[src/rtl/assert_macros.svh]
// assertion macros shared by the gradient fill rtl
// expects clk_i and rst_ni in the scope where a macro is used
`ifndef ASSERT_MACROS_SVH
`define ASSERT_MACROS_SVH

// property must hold at every rising clock edge outside reset
`define ASSERT_CLK(lbl, prop, msg) \
  lbl: assert property (@(posedge clk_i) disable iff (!rst_ni) (prop)) else $error(msg);

// condition must never be seen outside reset
`define ASSERT_NEVER(lbl, cond, msg) \
  lbl: assert property (@(posedge clk_i) disable iff (!rst_ni) !(cond)) else $error(msg);

`endif

[src/rtl/ledgf_pkg.sv]
// shared types and constants of the led gradient fill block
// no dependencies
`default_nettype none

package ledgf_pkg;

  localparam int unsigned PosW = 6;   // led index width
  localparam int unsigned ColW = 8;   // colour channel width
  localparam int unsigned WgtW = 11;  // mix weight, 0 .. 1024
  localparam int unsigned QueueDepth = 2;

  localparam logic [WgtW-1:0] MixOne = 11'd1024;

  // one run of pixel writes, as handed from front to back
  typedef struct packed {
    logic [ColW-1:0] a_red;    // colour at the reference stop
    logic [ColW-1:0] a_green;
    logic [ColW-1:0] a_blue;
    logic [ColW-1:0] b_red;    // colour at this stop
    logic [ColW-1:0] b_green;
    logic [ColW-1:0] b_blue;
    logic [PosW-1:0] l_pos;    // pixel before the first one written
    logic [PosW-1:0] p_pos;    // last pixel written
    logic [PosW-1:0] span;     // p_pos - l_pos, never zero
    logic [WgtW-1:0] q0;       // 1024 / span
    logic [PosW-1:0] r0;       // 1024 % span
  } run_cmd_t;

  typedef enum logic [1:0] {
    FE_IDLE,
    FE_DIV,
    FE_PUSH
  } front_state_e;

endpackage

`default_nettype wire

[src/rtl/led_gradient_fill_core.sv]
// top level of the led gradient fill block
// depends on ledgf_pkg, ledgf_front, ledgf_queue and ledgf_back
//
// usage
//   input channel: one colour stop per word (frame start flag, led position,
//   red, green, blue) on in_valid_i / in_ready_o. output channel: one pixel
//   write per word (index, red, green, blue, last of run) on out_valid_o /
//   out_ready_i. a position at or beyond LED_COUNT is clamped to the last led.
//   stop handling
//   a frame start stop needs no division and goes straight to the run queue.
//   a later stop ahead of the previous one first passes the bit-serial
//   1024/span divider; the front end then takes the quotient and queues its
//   run, and the input is not ready again until that run is queued. the back
//   end emits one pixel per cycle while the receiver takes them, span words in
//   all, and loads the next run once the current one has ended. a stop at or
//   behind the previous one only moves the reference and gives no output. the
//   two entry run queue lets the divider work on the next stop while pixels of
//   the current run drain.
//   reset
//   the reference stop returns to position 0 in black; queue and output empty.
//   receiver stall
//   the output register holds its word; the back end stops, the queue fills
//   and then the input side stops taking stops.
`default_nettype none

module led_gradient_fill_core #(
  parameter int unsigned LED_COUNT = 64
) (
  input  wire logic                       clk_i,
  input  wire logic                       rst_ni,
  input  wire logic                       in_valid_i,
  output logic                            in_ready_o,
  input  wire logic                       start_of_frame_i,
  input  wire logic [ledgf_pkg::PosW-1:0] stop_position_i,
  input  wire logic [ledgf_pkg::ColW-1:0] stop_red_i,
  input  wire logic [ledgf_pkg::ColW-1:0] stop_green_i,
  input  wire logic [ledgf_pkg::ColW-1:0] stop_blue_i,
  output logic                            out_valid_o,
  input  wire logic                       out_ready_i,
  output logic [ledgf_pkg::PosW-1:0]      pixel_index_o,
  output logic [ledgf_pkg::ColW-1:0]      red_out_o,
  output logic [ledgf_pkg::ColW-1:0]      green_out_o,
  output logic [ledgf_pkg::ColW-1:0]      blue_out_o,
  output logic                            last_of_run_o
);
  import ledgf_pkg::*;

  run_cmd_t push_cmd;
  run_cmd_t pop_cmd;
  logic     push;
  logic     full;
  logic     pop;
  logic     empty;

  // stop intake and divider
  ledgf_front #(
    .LED_COUNT (LED_COUNT)
  ) u_front (
    .clk_i            (clk_i),
    .rst_ni           (rst_ni),
    .in_valid_i       (in_valid_i),
    .in_ready_o       (in_ready_o),
    .start_of_frame_i (start_of_frame_i),
    .stop_position_i  (stop_position_i),
    .stop_red_i       (stop_red_i),
    .stop_green_i     (stop_green_i),
    .stop_blue_i      (stop_blue_i),
    .push_o           (push),
    .full_i           (full),
    .cmd_o            (push_cmd)
  );

  // run queue
  ledgf_queue u_queue (
    .clk_i       (clk_i),
    .rst_ni      (rst_ni),
    .push_i      (push),
    .push_data_i (push_cmd),
    .full_o      (full),
    .pop_i       (pop),
    .empty_o     (empty),
    .pop_data_o  (pop_cmd)
  );

  // pixel generation
  ledgf_back u_back (
    .clk_i         (clk_i),
    .rst_ni        (rst_ni),
    .empty_i       (empty),
    .cmd_i         (pop_cmd),
    .pop_o         (pop),
    .out_valid_o   (out_valid_o),
    .out_ready_i   (out_ready_i),
    .pixel_index_o (pixel_index_o),
    .red_out_o     (red_out_o),
    .green_out_o   (green_out_o),
    .blue_out_o    (blue_out_o),
    .last_of_run_o (last_of_run_o)
  );

endmodule

`default_nettype wire

[src/rtl/ledgf_recip.sv]
// iterative restoring divider for 1024 / span, one quotient bit a cycle
// depends on ledgf_pkg and assert_macros.svh
`default_nettype none
`include "assert_macros.svh"

module ledgf_recip (
  input  wire logic                       clk_i,
  input  wire logic                       rst_ni,
  input  wire logic                       start_i,
  input  wire logic [ledgf_pkg::PosW-1:0] span_i,
  output logic                            done_o,
  output logic [ledgf_pkg::WgtW-1:0]      quo_o,
  output logic [ledgf_pkg::PosW-1:0]      rem_o
);
  import ledgf_pkg::*;

  localparam int unsigned CntW = $clog2(WgtW);

  logic              busy_q, busy_d;
  logic              done_q, done_d;
  logic [CntW-1:0]   cnt_q, cnt_d;
  logic [PosW-1:0]   span_q, span_d;
  logic [PosW-1:0]   rem_q, rem_d;
  logic [WgtW-1:0]   quo_q, quo_d;
  logic [PosW:0]     shifted;
  logic              ge;
  logic              dbit;

  // dividend is a single one in its top bit
  assign dbit    = (cnt_q == CntW'(WgtW - 1));
  assign shifted = {rem_q, dbit};
  assign ge      = (shifted >= {1'b0, span_q});

  always_comb begin
    busy_d = busy_q;
    done_d = 1'b0;
    cnt_d  = cnt_q;
    span_d = span_q;
    rem_d  = rem_q;
    quo_d  = quo_q;
    if (start_i) begin
      busy_d = 1'b1;
      cnt_d  = CntW'(WgtW - 1);
      span_d = span_i;
      rem_d  = '0;
      quo_d  = '0;
    end else if (busy_q) begin
      rem_d = ge ? PosW'(shifted - {1'b0, span_q}) : shifted[PosW-1:0];
      quo_d = {quo_q[WgtW-2:0], ge};
      cnt_d = cnt_q - 1'b1;
      if (cnt_q == '0) begin
        busy_d = 1'b0;
        done_d = 1'b1;
      end
    end
  end

  // control state
  always_ff @(posedge clk_i or negedge rst_ni) begin
    if (!rst_ni) begin
      busy_q <= 1'b0;
      done_q <= 1'b0;
    end else begin
      busy_q <= busy_d;
      done_q <= done_d;
    end
  end

  // datapath
  always_ff @(posedge clk_i) begin
    cnt_q  <= cnt_d;
    span_q <= span_d;
    rem_q  <= rem_d;
    quo_q  <= quo_d;
  end

  assign done_o = done_q;
  assign quo_o  = quo_q;
  assign rem_o  = rem_q;

  `ASSERT_CLK(a_rem_below_span, done_q |-> (rem_q < span_q), "remainder not below divisor")

endmodule

`default_nettype wire

[src/rtl/ledgf_front.sv]
// front end: accepts stops, saturates, classifies and prepares a run command
// depends on ledgf_pkg and ledgf_recip
`default_nettype none

module ledgf_front #(
  parameter int unsigned LED_COUNT = 64
) (
  input  wire logic                       clk_i,
  input  wire logic                       rst_ni,
  input  wire logic                       in_valid_i,
  output logic                            in_ready_o,
  input  wire logic                       start_of_frame_i,
  input  wire logic [ledgf_pkg::PosW-1:0] stop_position_i,
  input  wire logic [ledgf_pkg::ColW-1:0] stop_red_i,
  input  wire logic [ledgf_pkg::ColW-1:0] stop_green_i,
  input  wire logic [ledgf_pkg::ColW-1:0] stop_blue_i,
  output logic                            push_o,
  input  wire logic                       full_i,
  output ledgf_pkg::run_cmd_t             cmd_o
);
  import ledgf_pkg::*;

  localparam logic [PosW-1:0] MaxPos = PosW'(LED_COUNT - 1);

  front_state_e    state_q, state_d;
  logic [PosW-1:0] ref_pos_q;
  logic [ColW-1:0] ref_red_q, ref_green_q, ref_blue_q;
  run_cmd_t        cmd_q, cmd_d;
  logic            accept;
  logic [PosW-1:0] pos_sat;
  logic [PosW-1:0] span;
  logic            ahead;
  logic            div_start;
  logic            div_done;
  logic [WgtW-1:0] div_quo;
  logic [PosW-1:0] div_rem;

  assign accept    = in_valid_i && in_ready_o;
  assign pos_sat   = (stop_position_i > MaxPos) ? MaxPos : stop_position_i;
  assign span      = pos_sat - ref_pos_q;
  assign ahead     = (pos_sat > ref_pos_q);
  assign div_start = accept && !start_of_frame_i && ahead;

  ledgf_recip u_recip (
    .clk_i   (clk_i),
    .rst_ni  (rst_ni),
    .start_i (div_start),
    .span_i  (span),
    .done_o  (div_done),
    .quo_o   (div_quo),
    .rem_o   (div_rem)
  );

  // next state
  always_comb begin
    state_d = state_q;
    case (state_q)
      FE_IDLE: begin
        if (accept) begin
          if (start_of_frame_i) begin
            state_d = FE_PUSH;
          end else if (ahead) begin
            state_d = FE_DIV;
          end
        end
      end
      FE_DIV: begin
        if (div_done) begin
          state_d = FE_PUSH;
        end
      end
      FE_PUSH: begin
        if (!full_i) begin
          state_d = FE_IDLE;
        end
      end
      default: state_d = FE_IDLE;
    endcase
  end

  // outputs
  always_comb begin
    in_ready_o = 1'b0;
    push_o     = 1'b0;
    case (state_q)
      FE_IDLE: in_ready_o = 1'b1;
      FE_PUSH: push_o     = !full_i;
      default: ;
    endcase
  end

  // command build: a frame start is a one pixel run at full weight
  always_comb begin
    cmd_d = cmd_q;
    if (accept) begin
      cmd_d.b_red   = stop_red_i;
      cmd_d.b_green = stop_green_i;
      cmd_d.b_blue  = stop_blue_i;
      cmd_d.p_pos   = pos_sat;
      if (start_of_frame_i) begin
        cmd_d.a_red   = stop_red_i;
        cmd_d.a_green = stop_green_i;
        cmd_d.a_blue  = stop_blue_i;
        cmd_d.l_pos   = pos_sat - 1'b1;
        cmd_d.span    = PosW'(1);
        cmd_d.q0      = MixOne;
        cmd_d.r0      = '0;
      end else begin
        cmd_d.a_red   = ref_red_q;
        cmd_d.a_green = ref_green_q;
        cmd_d.a_blue  = ref_blue_q;
        cmd_d.l_pos   = ref_pos_q;
        cmd_d.span    = span;
      end
    end else if (state_q == FE_DIV && div_done) begin
      cmd_d.q0 = div_quo;
      cmd_d.r0 = div_rem;
    end
  end

  // state and reference stop
  always_ff @(posedge clk_i or negedge rst_ni) begin
    if (!rst_ni) begin
      state_q     <= FE_IDLE;
      ref_pos_q   <= '0;
      ref_red_q   <= '0;
      ref_green_q <= '0;
      ref_blue_q  <= '0;
    end else begin
      state_q <= state_d;
      if (accept) begin
        ref_pos_q   <= pos_sat;
        ref_red_q   <= stop_red_i;
        ref_green_q <= stop_green_i;
        ref_blue_q  <= stop_blue_i;
      end
    end
  end

  always_ff @(posedge clk_i) begin
    cmd_q <= cmd_d;
  end

  assign cmd_o = cmd_q;

endmodule

`default_nettype wire

[src/rtl/ledgf_queue.sv]
// short command queue between front and back
// depends on ledgf_pkg and assert_macros.svh
`default_nettype none
`include "assert_macros.svh"

module ledgf_queue (
  input  wire logic                clk_i,
  input  wire logic                rst_ni,
  input  wire logic                push_i,
  input  wire ledgf_pkg::run_cmd_t push_data_i,
  output logic                     full_o,
  input  wire logic                pop_i,
  output logic                     empty_o,
  output ledgf_pkg::run_cmd_t      pop_data_o
);
  import ledgf_pkg::*;

  localparam int unsigned PtrW = (QueueDepth > 1) ? $clog2(QueueDepth) : 1;
  localparam int unsigned CntW = $clog2(QueueDepth + 1);
  localparam logic [PtrW-1:0] LastPtr = PtrW'(QueueDepth - 1);

  run_cmd_t        mem_q [QueueDepth];
  logic [PtrW-1:0] wr_q, rd_q;
  logic [CntW-1:0] count_q;

  assign full_o     = (count_q == CntW'(QueueDepth));
  assign empty_o    = (count_q == '0);
  assign pop_data_o = mem_q[rd_q];

  // pointers and fill level
  always_ff @(posedge clk_i or negedge rst_ni) begin
    if (!rst_ni) begin
      wr_q    <= '0;
      rd_q    <= '0;
      count_q <= '0;
    end else begin
      if (push_i) begin
        wr_q <= (wr_q == LastPtr) ? '0 : wr_q + 1'b1;
      end
      if (pop_i) begin
        rd_q <= (rd_q == LastPtr) ? '0 : rd_q + 1'b1;
      end
      if (push_i && !pop_i) begin
        count_q <= count_q + 1'b1;
      end else if (pop_i && !push_i) begin
        count_q <= count_q - 1'b1;
      end
    end
  end

  // storage
  always_ff @(posedge clk_i) begin
    if (push_i) begin
      mem_q[wr_q] <= push_data_i;
    end
  end

  `ASSERT_NEVER(a_no_overflow, push_i && !pop_i && full_o, "push into full queue")
  `ASSERT_NEVER(a_no_underflow, pop_i && empty_o, "pop from empty queue")

endmodule

`default_nettype wire

[src/rtl/ledgf_back.sv]
// back end: walks a run one pixel a cycle unless the output stalls, steps the weight and blends colours
// depends on ledgf_pkg and assert_macros.svh
`default_nettype none
`include "assert_macros.svh"

module ledgf_back (
  input  wire logic                       clk_i,
  input  wire logic                       rst_ni,
  input  wire logic                       empty_i,
  input  wire ledgf_pkg::run_cmd_t        cmd_i,
  output logic                            pop_o,
  output logic                            out_valid_o,
  input  wire logic                       out_ready_i,
  output logic [ledgf_pkg::PosW-1:0]      pixel_index_o,
  output logic [ledgf_pkg::ColW-1:0]      red_out_o,
  output logic [ledgf_pkg::ColW-1:0]      green_out_o,
  output logic [ledgf_pkg::ColW-1:0]      blue_out_o,
  output logic                            last_of_run_o
);
  import ledgf_pkg::*;

  localparam int unsigned ProdW = ColW + 1 + WgtW + 1;

  // a + floor(w * (b - a) / 1024), equal to ((1024-w)*a + w*b) / 1024
  function automatic logic [ColW-1:0] blend(input logic [ColW-1:0] a,
                                            input logic [ColW-1:0] b,
                                            input logic [WgtW-1:0] w);
    logic signed [ColW:0]    diff;
    logic signed [ProdW-1:0] prod;
    logic signed [ProdW-1:0] sum;
    diff = $signed({1'b0, b}) - $signed({1'b0, a});
    prod = ProdW'(diff) * ProdW'($signed({1'b0, w}));
    sum  = $signed(ProdW'({1'b0, a})) + (prod >>> 10);
    return sum[ColW-1:0];
  endfunction

  logic            busy_q;
  logic [PosW-1:0] k_q, p_q, span_q, r_q, r0_q;
  logic [WgtW-1:0] w_q, q0_q;
  logic [ColW-1:0] a_red_q, a_green_q, a_blue_q;
  logic [ColW-1:0] b_red_q, b_green_q, b_blue_q;
  logic            out_valid_q;
  logic [PosW-1:0] pix_q;
  logic [ColW-1:0] red_q, green_q, blue_q;
  logic            last_q;
  logic            out_free;
  logic            advance;
  logic            at_end;
  logic [PosW:0]   r_sum;
  logic            wrap;
  logic [PosW-1:0] r_d;
  logic [WgtW-1:0] w_d;

  assign out_free = !out_valid_q || out_ready_i;
  assign advance  = busy_q && out_free;
  assign at_end   = (k_q == p_q);
  assign pop_o    = !busy_q && !empty_i;

  // weight step: add 1024/span, carry the remainder
  assign r_sum = {1'b0, r_q} + {1'b0, r0_q};
  assign wrap  = (r_sum >= {1'b0, span_q});
  assign r_d   = wrap ? PosW'(r_sum - {1'b0, span_q}) : r_sum[PosW-1:0];
  assign w_d   = w_q + q0_q + WgtW'(wrap);

  // run control
  always_ff @(posedge clk_i or negedge rst_ni) begin
    if (!rst_ni) begin
      busy_q      <= 1'b0;
      out_valid_q <= 1'b0;
    end else begin
      if (pop_o) begin
        busy_q <= 1'b1;
      end else if (advance && at_end) begin
        busy_q <= 1'b0;
      end
      if (advance) begin
        out_valid_q <= 1'b1;
      end else if (out_ready_i) begin
        out_valid_q <= 1'b0;
      end
    end
  end

  // run registers
  always_ff @(posedge clk_i) begin
    if (pop_o) begin
      k_q       <= cmd_i.l_pos + 1'b1;
      p_q       <= cmd_i.p_pos;
      span_q    <= cmd_i.span;
      w_q       <= cmd_i.q0;
      r_q       <= cmd_i.r0;
      q0_q      <= cmd_i.q0;
      r0_q      <= cmd_i.r0;
      a_red_q   <= cmd_i.a_red;
      a_green_q <= cmd_i.a_green;
      a_blue_q  <= cmd_i.a_blue;
      b_red_q   <= cmd_i.b_red;
      b_green_q <= cmd_i.b_green;
      b_blue_q  <= cmd_i.b_blue;
    end else if (advance) begin
      k_q <= k_q + 1'b1;
      w_q <= w_d;
      r_q <= r_d;
    end
  end

  // output word register
  always_ff @(posedge clk_i) begin
    if (advance) begin
      pix_q   <= k_q;
      red_q   <= blend(a_red_q, b_red_q, w_q);
      green_q <= blend(a_green_q, b_green_q, w_q);
      blue_q  <= blend(a_blue_q, b_blue_q, w_q);
      last_q  <= at_end;
    end
  end

  assign out_valid_o   = out_valid_q;
  assign pixel_index_o = pix_q;
  assign red_out_o     = red_q;
  assign green_out_o   = green_q;
  assign blue_out_o    = blue_q;
  assign last_of_run_o = last_q;

  `ASSERT_CLK(a_full_weight_at_end, (busy_q && at_end) |-> (w_q == MixOne), "weight not full at run end")
  `ASSERT_CLK(a_run_ends, (advance && at_end) |=> !busy_q, "run continues past its last pixel")

endmodule

`default_nettype wire

[config.mk]
export PLATFORM = sky130hd
export DESIGN_NAME = led_gradient_fill_core
export DESIGN_NICKNAME = d
export VERILOG_FILES = /design/src/rtl/ledgf_pkg.sv /design/src/rtl/led_gradient_fill_core.sv /design/src/rtl/ledgf_recip.sv /design/src/rtl/ledgf_front.sv /design/src/rtl/ledgf_queue.sv /design/src/rtl/ledgf_back.sv
export VERILOG_INCLUDE_DIRS = /design/src /design/src/rtl
export SDC_FILE = /design/constraint.sdc
export NUM_CORES = 1
export LEC_CHECK = 0
export ABC_AREA = 1
export BUFFER_PORTS_ARGS = -buffer_cell sky130_fd_sc_hd__buf_4
export CORE_MARGIN = 5
export CORE_UTILIZATION = 68
export CTS_BUF_LIST = sky130_fd_sc_hd__clkbuf_4 sky130_fd_sc_hd__clkbuf_8
export CTS_CLUSTER_DIAMETER = 200
export CTS_CLUSTER_SIZE = 14
export DETAILED_ROUTE_END_ITERATION = 8
export PLACE_DENSITY = 0.95
export RECOVER_POWER = 100
export SLEW_MARGIN = 30
export SYNTH_ARGS = -nofsm -noshare
export SYNTH_HDL_FRONTEND = slang
export SYNTH_SLANG_ARGS = --single-unit
[constraint.sdc]
create_clock -name clk_i -period 12.15 [get_ports clk_i]
set_input_delay 1.8225 -clock clk_i [delete_from_list [all_inputs] [get_ports clk_i]]
set_output_delay 1.8225 -clock clk_i [all_outputs]
set_load 0.005 [all_outputs]
=== Yosys cells after proc, flatten, opt, wreduce, memory -nomap -nowiden ===
Memories as Yosys holds them, arrays and structs flattened.
Index checks and enable logic that the tools add are counted.

* Bits in registers: 281
* Latch bits: 0
* Bits in writable memories: 166
* Memory bits (read-only): 0
* Input port bits: 35
* Output and inout bits: 33
* Logic and storage cells: 148
* Memories kept: 1

* $add $sub $neg: 20
* $mul: 3
* Div/mod/pow operators: 0
* Magnitude comparators: 4
* Eq/ne operators: 10
* Shift-type cells: 0
* Muxes and demuxes: 38
* Bitwise logic cells: 0
* Reductions and logical operators: 27

{| class="wikitable"
|+ Memories
! name !! depth !! bits a word !! read ports !! clocked after Yosys merged registers in !! wr ports !! line !! text
|-
| u_queue.mem_q || 2 || 83 || 1 || 0 || 1 || ledgf_queue.sv:22 || <nowiki>run_cmd_t mem_q [QueueDepth];</nowiki>
|}

{| class="wikitable"
|+ Operators by type and width
! operator !! number
|-
| 9-bit by 12-bit multiplier with 18-bit output || 3
|-
| 17-bit 2-to-1 mux || 3
|-
| 6-bit 2-to-1 mux || 8
|-
| 8-bit by 8-bit subtractor with 9-bit output || 3
|-
| 8-bit adder || 3
|-
| 24-bit 2-to-1 mux || 1
|-
| 11-bit 2-to-1 mux || 2
|-
| 6-bit subtractor || 3
|-
| 1-bit 2-to-1 mux || 16
|-
| 7-bit by 6-bit >= comparator with 1-bit output || 2
|-
| 2-bit 2-to-1 mux || 7
|-
| 6-bit by 1-bit adder with 6-bit output, second input constant || 2
|-
| 11-bit by 1-bit adder with 11-bit output || 1
|-
| 11-bit adder || 1
|-
| 2-bit nonzero test || 5
|-
| 1-bit logical AND || 9
|-
| 6-bit by 6-bit adder with 7-bit output || 1
|-
| 1-bit zero test || 7
|-
| 6-bit equality test || 1
|-
| 6-bit > comparator || 1
|-
| 6-bit > comparator, second input constant || 1
|-
| 2-bit != test, second input constant || 3
|-
| 2-bit one-hot mux with 3 select lines || 1
|-
| 6-bit by 1-bit subtractor with 6-bit output, second input constant || 1
|-
| other kinds (14) || 17
|}

=== Logic depth before layout (Yosys ltp) ===
* Depth after elaboration: 7
* Mapped depth: 44
* Gate-level depth less buffers: 44

=== Modules after synthesis ===
Synthesis repeated with hierarchy kept, for this count alone.

* Cells, all modules: 2713
* Area, all modules: 29050.4 µm²

{| class="wikitable"
|+ Modules (own cells, without submodules)
! module !! times used !! cells an instance !! area an instance (µm²) !! sequential area each (µm²)
|-
| ledgf_back || 1 || 1827 || 16236.8 || 3983.8
|-
| ledgf_queue || 1 || 283 || 6439.9 || 5084.9
|-
| ledgf_front || 1 || 408 || 4847.1 || 3293.2
|-
| ledgf_recip || 1 || 195 || 1526.5 || 650.6
|}

=== Worst setup path before layout ===
OpenSTA, ideal clock, no wires.

* Kind: flip-flop to flip-flop
* Start: reg u_back.a_green_q[0]
* End: reg u_back.green_q[7] (netlist: u_back.green_out_o[7]), data pin
* Setup time: 0.252 ns
* Arrival time: 6.516 ns
* Data required time: 11.898 ns
* Setup slack: 5.382 ns
* Cell stages (with the launch flop): 33
* Path buffers: 0
* Period minus slack after synthesis: 6.768 ns
* Cell sequence: edfxtp_1 > ha_1 > fa_1 > o21ai_2 > a21oi_1 > xor2_1 > nand2_1 > fa_1 > fa_1 > inv_1 > fa_1 > fa_1 > inv_1 > fa_1 > inv_1 > ha_1 > a21oi_1 > o21ai_0 > a21oi_1 > nor2_1 > nor2_1 > xnor2_1 > ha_1 > a21oi_1 > nand2_1 > a31oi_1 > inv_1 > nand2_1 > nand2_1 > inv_1 > nand3_1 > nand3_1 > nand2_1

* Longest elaborated chain between the ends: 3

{| class="wikitable"
|+ RTL lines
! what !! line !! text
|-
| start: declaration || ledgf_back.sv:40 || <nowiki>logic [ColW-1:0] a_red_q, a_green_q, a_blue_q;</nowiki>
|-
| start signal: assignment || ledgf_back.sv:95 || <nowiki>a_green_q <= cmd_i.a_green;</nowiki>
|-
| 8-bit by 8-bit subtractor with 9-bit output || ledgf_back.sv:31 || <nowiki>diff = $signed({1'b0, b}) - $signed({1'b0, a});</nowiki>
|-
| 9-bit by 12-bit multiplier with 18-bit output || ledgf_back.sv:32 || <nowiki>prod = ProdW'(diff) * ProdW'($signed({1'b0, w}));</nowiki>
|-
| 8-bit adder * || ledgf_back.sv:33 || <nowiki>sum = $signed(ProdW'({1'b0, a})) + (prod >>> 10);</nowiki>
|-
| end signal: assignment || ledgf_back.sv:112 || <nowiki>green_q <= blend(a_green_q, b_green_q, w_q);</nowiki>
|-
| end: declaration || ledgf_back.sv:44 || <nowiki>logic [ColW-1:0] red_q, green_q, blue_q;</nowiki>
|}

Mark *: on every way between the ends. The rest lies on a longest branch, timed or not.
A chain may end at the register's enable or synchronous reset.

=== Final worst setup path ===
Same ends and word-level chain as after synthesis.

==> impl_metrics.yaml <==
sta:
  finalCriticalPeriod_ns: 7.843
  fin_skew_ns: 0.05045
  slew_headroom_pct: -165.1
  rsz0062_at_grt: "no"
  hold_violations: 0
  tightest_slew_ns: 3.977
  finalSetupViolations: 0
  report.final.slew_viol_count: 680
  fin_tns_setup_ns: 0
  min_period_over_period_pct: 64.55
  max_freq_mhz: 127.5
routing:
  drt_pass1_iterations: 7
  wl_met2_um: 32230
  routed_wirelength_um: 65830
  drt_iter0_drc: 2246
  vias: 20390
  routed_via_density: 5.924
  wirelength_met1_um: 24420
  ant_nets: 0
  post_drt_wl_per_cell_um: 19.13
  route.detailed.drc: 0
  wl_met3_um: 5879
  highest_layer: "met4"
global_route:
  grt_antenna_before_repair: 0
  grt_usage_pct: 28.60
  grt_start_max_net_pins: 85
  grt_overflow: 0
  first_global_vias: 21360
  grt_pass1_wl_um: 106800
clock_network:
  cts-root-buf: "clkbuf_8"
  cts_buffer_depth: 3
  cts_tree: "done"
  cts-htree-levels: 2
  cts_hold_buf: 0
  cts_sinks: 447
  ctsResizeCount: 0
  cts_setup_buffers: 0
  clk_pin_slew_worst_paths_ns: 0.12
  worstSkewPairLatency_ns: 0.61
  cts_buffers: 37
cells_and_area:
  synthToLayoutAreaGrowth_pct: 5.281
  drive_gt1_share_pct: 6.254
  final_cell_mix: "nand2_1, inv_1, edfxtp_1"
  finalNetCount: 3320
  final_common_cell: "nand2_1"
  diodes: 0
  regArea_um2: 13010
  nFillCells: 2622
  multi_input_area_um2: 13170
setup_path:
  crit_fanout: 11
  end_kind: "flop"
  start_kind: "flop"
  required_ns: 12.53
  crit_type: "flop to flop"
  arrival_ns: 8.22
  max_stage_delay_ns: 0.79
  crit_top_cell: "nand2_1"
  crit_slowest_cell: "xnor2_1"
synthesis:
  synthArstFlopShare_pct: 8.949
  synth_edf_count: 386
  synth.top_cell.area_share_pct: 40.81
  syn_avg_cell_area_um2: 10.03
  synth_ff_type: "edfxtp_1"
  syn_area_um2: 28400
  synth_seq_area_share_pct: 45.81
  post_synth_num_cell_types: 60
  yosysWarnings: 0
  synth_nets: 3271
  yosys.area.top_type: "edfxtp_1"
  synth_seq_cells: 447
  synthTopCellsByArea: "edfxtp_1, fa_1, nand2_1"
  netlist_instances: 2832
floorplanning:
  dieArea_um2: 45960
  start_util_pct: 69.10
  core_area_um2: 41110
  fp-row-count: 74
  die_h_um: 214.4
  die_w_um: 214.4
  ios: 68
outcome:
  violations: "max-capacitance violations, max-slew violations"
  status: "finished with violations"
placed_design:
  port_buffers: 67
  dp_hpwl_um: 47010
  gp_congestion: 0.9714
job:
  drv_cap: 13
min_path:
  hp-class: "flop to flop"
-- flip-flops by register name, indices dropped and copies added (netlist names), 8 cells and up --
register / flops
u_back.q0_q: 11
u_back.w_q: 11
u_back.a_blue_q: 8
u_front.u_recip.quo_o: 11
u_queue.mem_q: 166
u_front.ref_green_q: 8
u_back.b_green_q: 8
u_front.ref_red_q: 8
u_back.blue_out_o: 8
u_back.b_blue_q: 8
u_back.green_out_o: 8
u_front.ref_blue_q: 8
u_back.a_green_q: 8
u_back.a_red_q: 8
u_back.b_red_q: 8
u_back.red_out_o: 8
u_front.cmd_o: 83
-- final cells by class --
class | count | area share (%)
Multi-Input combinational cell | 1828 | 44.04
Sequential cell | 447 | 43.52
Inverter | 481 | 6.050
Clock buffer | 67 | 2.498
Tap cell | 532 | 2.226
Timing Repair Buffer | 86 | 1.644
Clock inverter | 1 | 0.02510
-- logic make-up after synthesis --
kind of cell / Yosys count / share of synthesized area, %
AND/OR/NAND/NOR: 1083 / 15.40
buffers and inverters: 557 / 7.524
flip-flops: 447 / 45.81
adder cells (fa/ha/maj): 404 / 23.11
AO/OA/AOI/OAI: 255 / 5.422
XOR/XNOR: 86 / 2.731
-- path summary, 6_finish.rpt --
check | start | to | slack [ns] | depth (start not counted)
worst min register to register | u_front.cmd_o[53] | u_queue.mem_q[1][53] | 0.44 | 0
min in group asynchronous | rst_ni | u_front.ref_pos_q[4] | 2.08 | 1
worst min-delay path | u_front.cmd_o[53] | u_queue.mem_q[1][53] | 0.44 | 0
worst max-delay path | u_back.a_green_q[0] | u_back.green_out_o[7] | 4.31 | 30
max in group asynchronous | rst_ni | u_queue.rd_q | 8.36 | 1
worst max register to register | u_back.a_green_q[0] | u_back.green_out_o[7] | 4.31 | 30
-- stage by stage --
stage	hold slack (ns)	instances	util (%)	setup WS, ns	instance area, µm²
after floorplan	0.4215	2832	-	5.382	28400
after global placement	0.4219	3373	71.53	4.867	29400
after detailed placement	0.4298	3373	71.53	4.551	29400
after CTS	0.4401	3441	73.36	4.474	30160
after global routing	0.4621	3442	72.74	3.854	29900
final	0.4421	3442	72.74	4.307	29900
-- worst max-delay path: cells and delay by family, from the launching register on --
family	cells	cell delay [ns]
AO/OA/AOI/OAI	5	1.02
flip-flops	1	0.44
AND/OR/NAND/NOR	10	1.01
XOR/XNOR	2	0.93
adder cells (fa/ha/maj)	9	3.99
buffers and inverters	4	0.24
-- synth_stat cells, types with 6 or more instances --
cell and count:
a31oi_1 7, ha_1 203, o21bai_1 7, inv_1 443
nand2_2 13, nor3_1 7, nand3_1 73, clkbuf_1 57
dfrtp_1 40, edfxtp_1 386, nand4_1 14, nor2_1 242
clkinv_1 10, buf_2 6, nor4_1 7, nand2_1 700
dfxtp_1 21, o211ai_2 9, buf_1 8, xnor2_1 27
a21o_1 8, xor2_1 56, inv_2 27, o21ai_1 11
fa_1 201, o21ai_0 99, a21oi_1 78, nand3b_1 7
-- per-layer routing --
layer  vias up  track usage [%]
met5         -                0
met4         0            13.16
met3       310            3.741
met2      1146            47.98
met1      9810            37.71
li1       9124                -
Power is left out: the tool's default activity adds up to more than one toggle a clock period on the data nets, which glitch-free logic cannot reach.
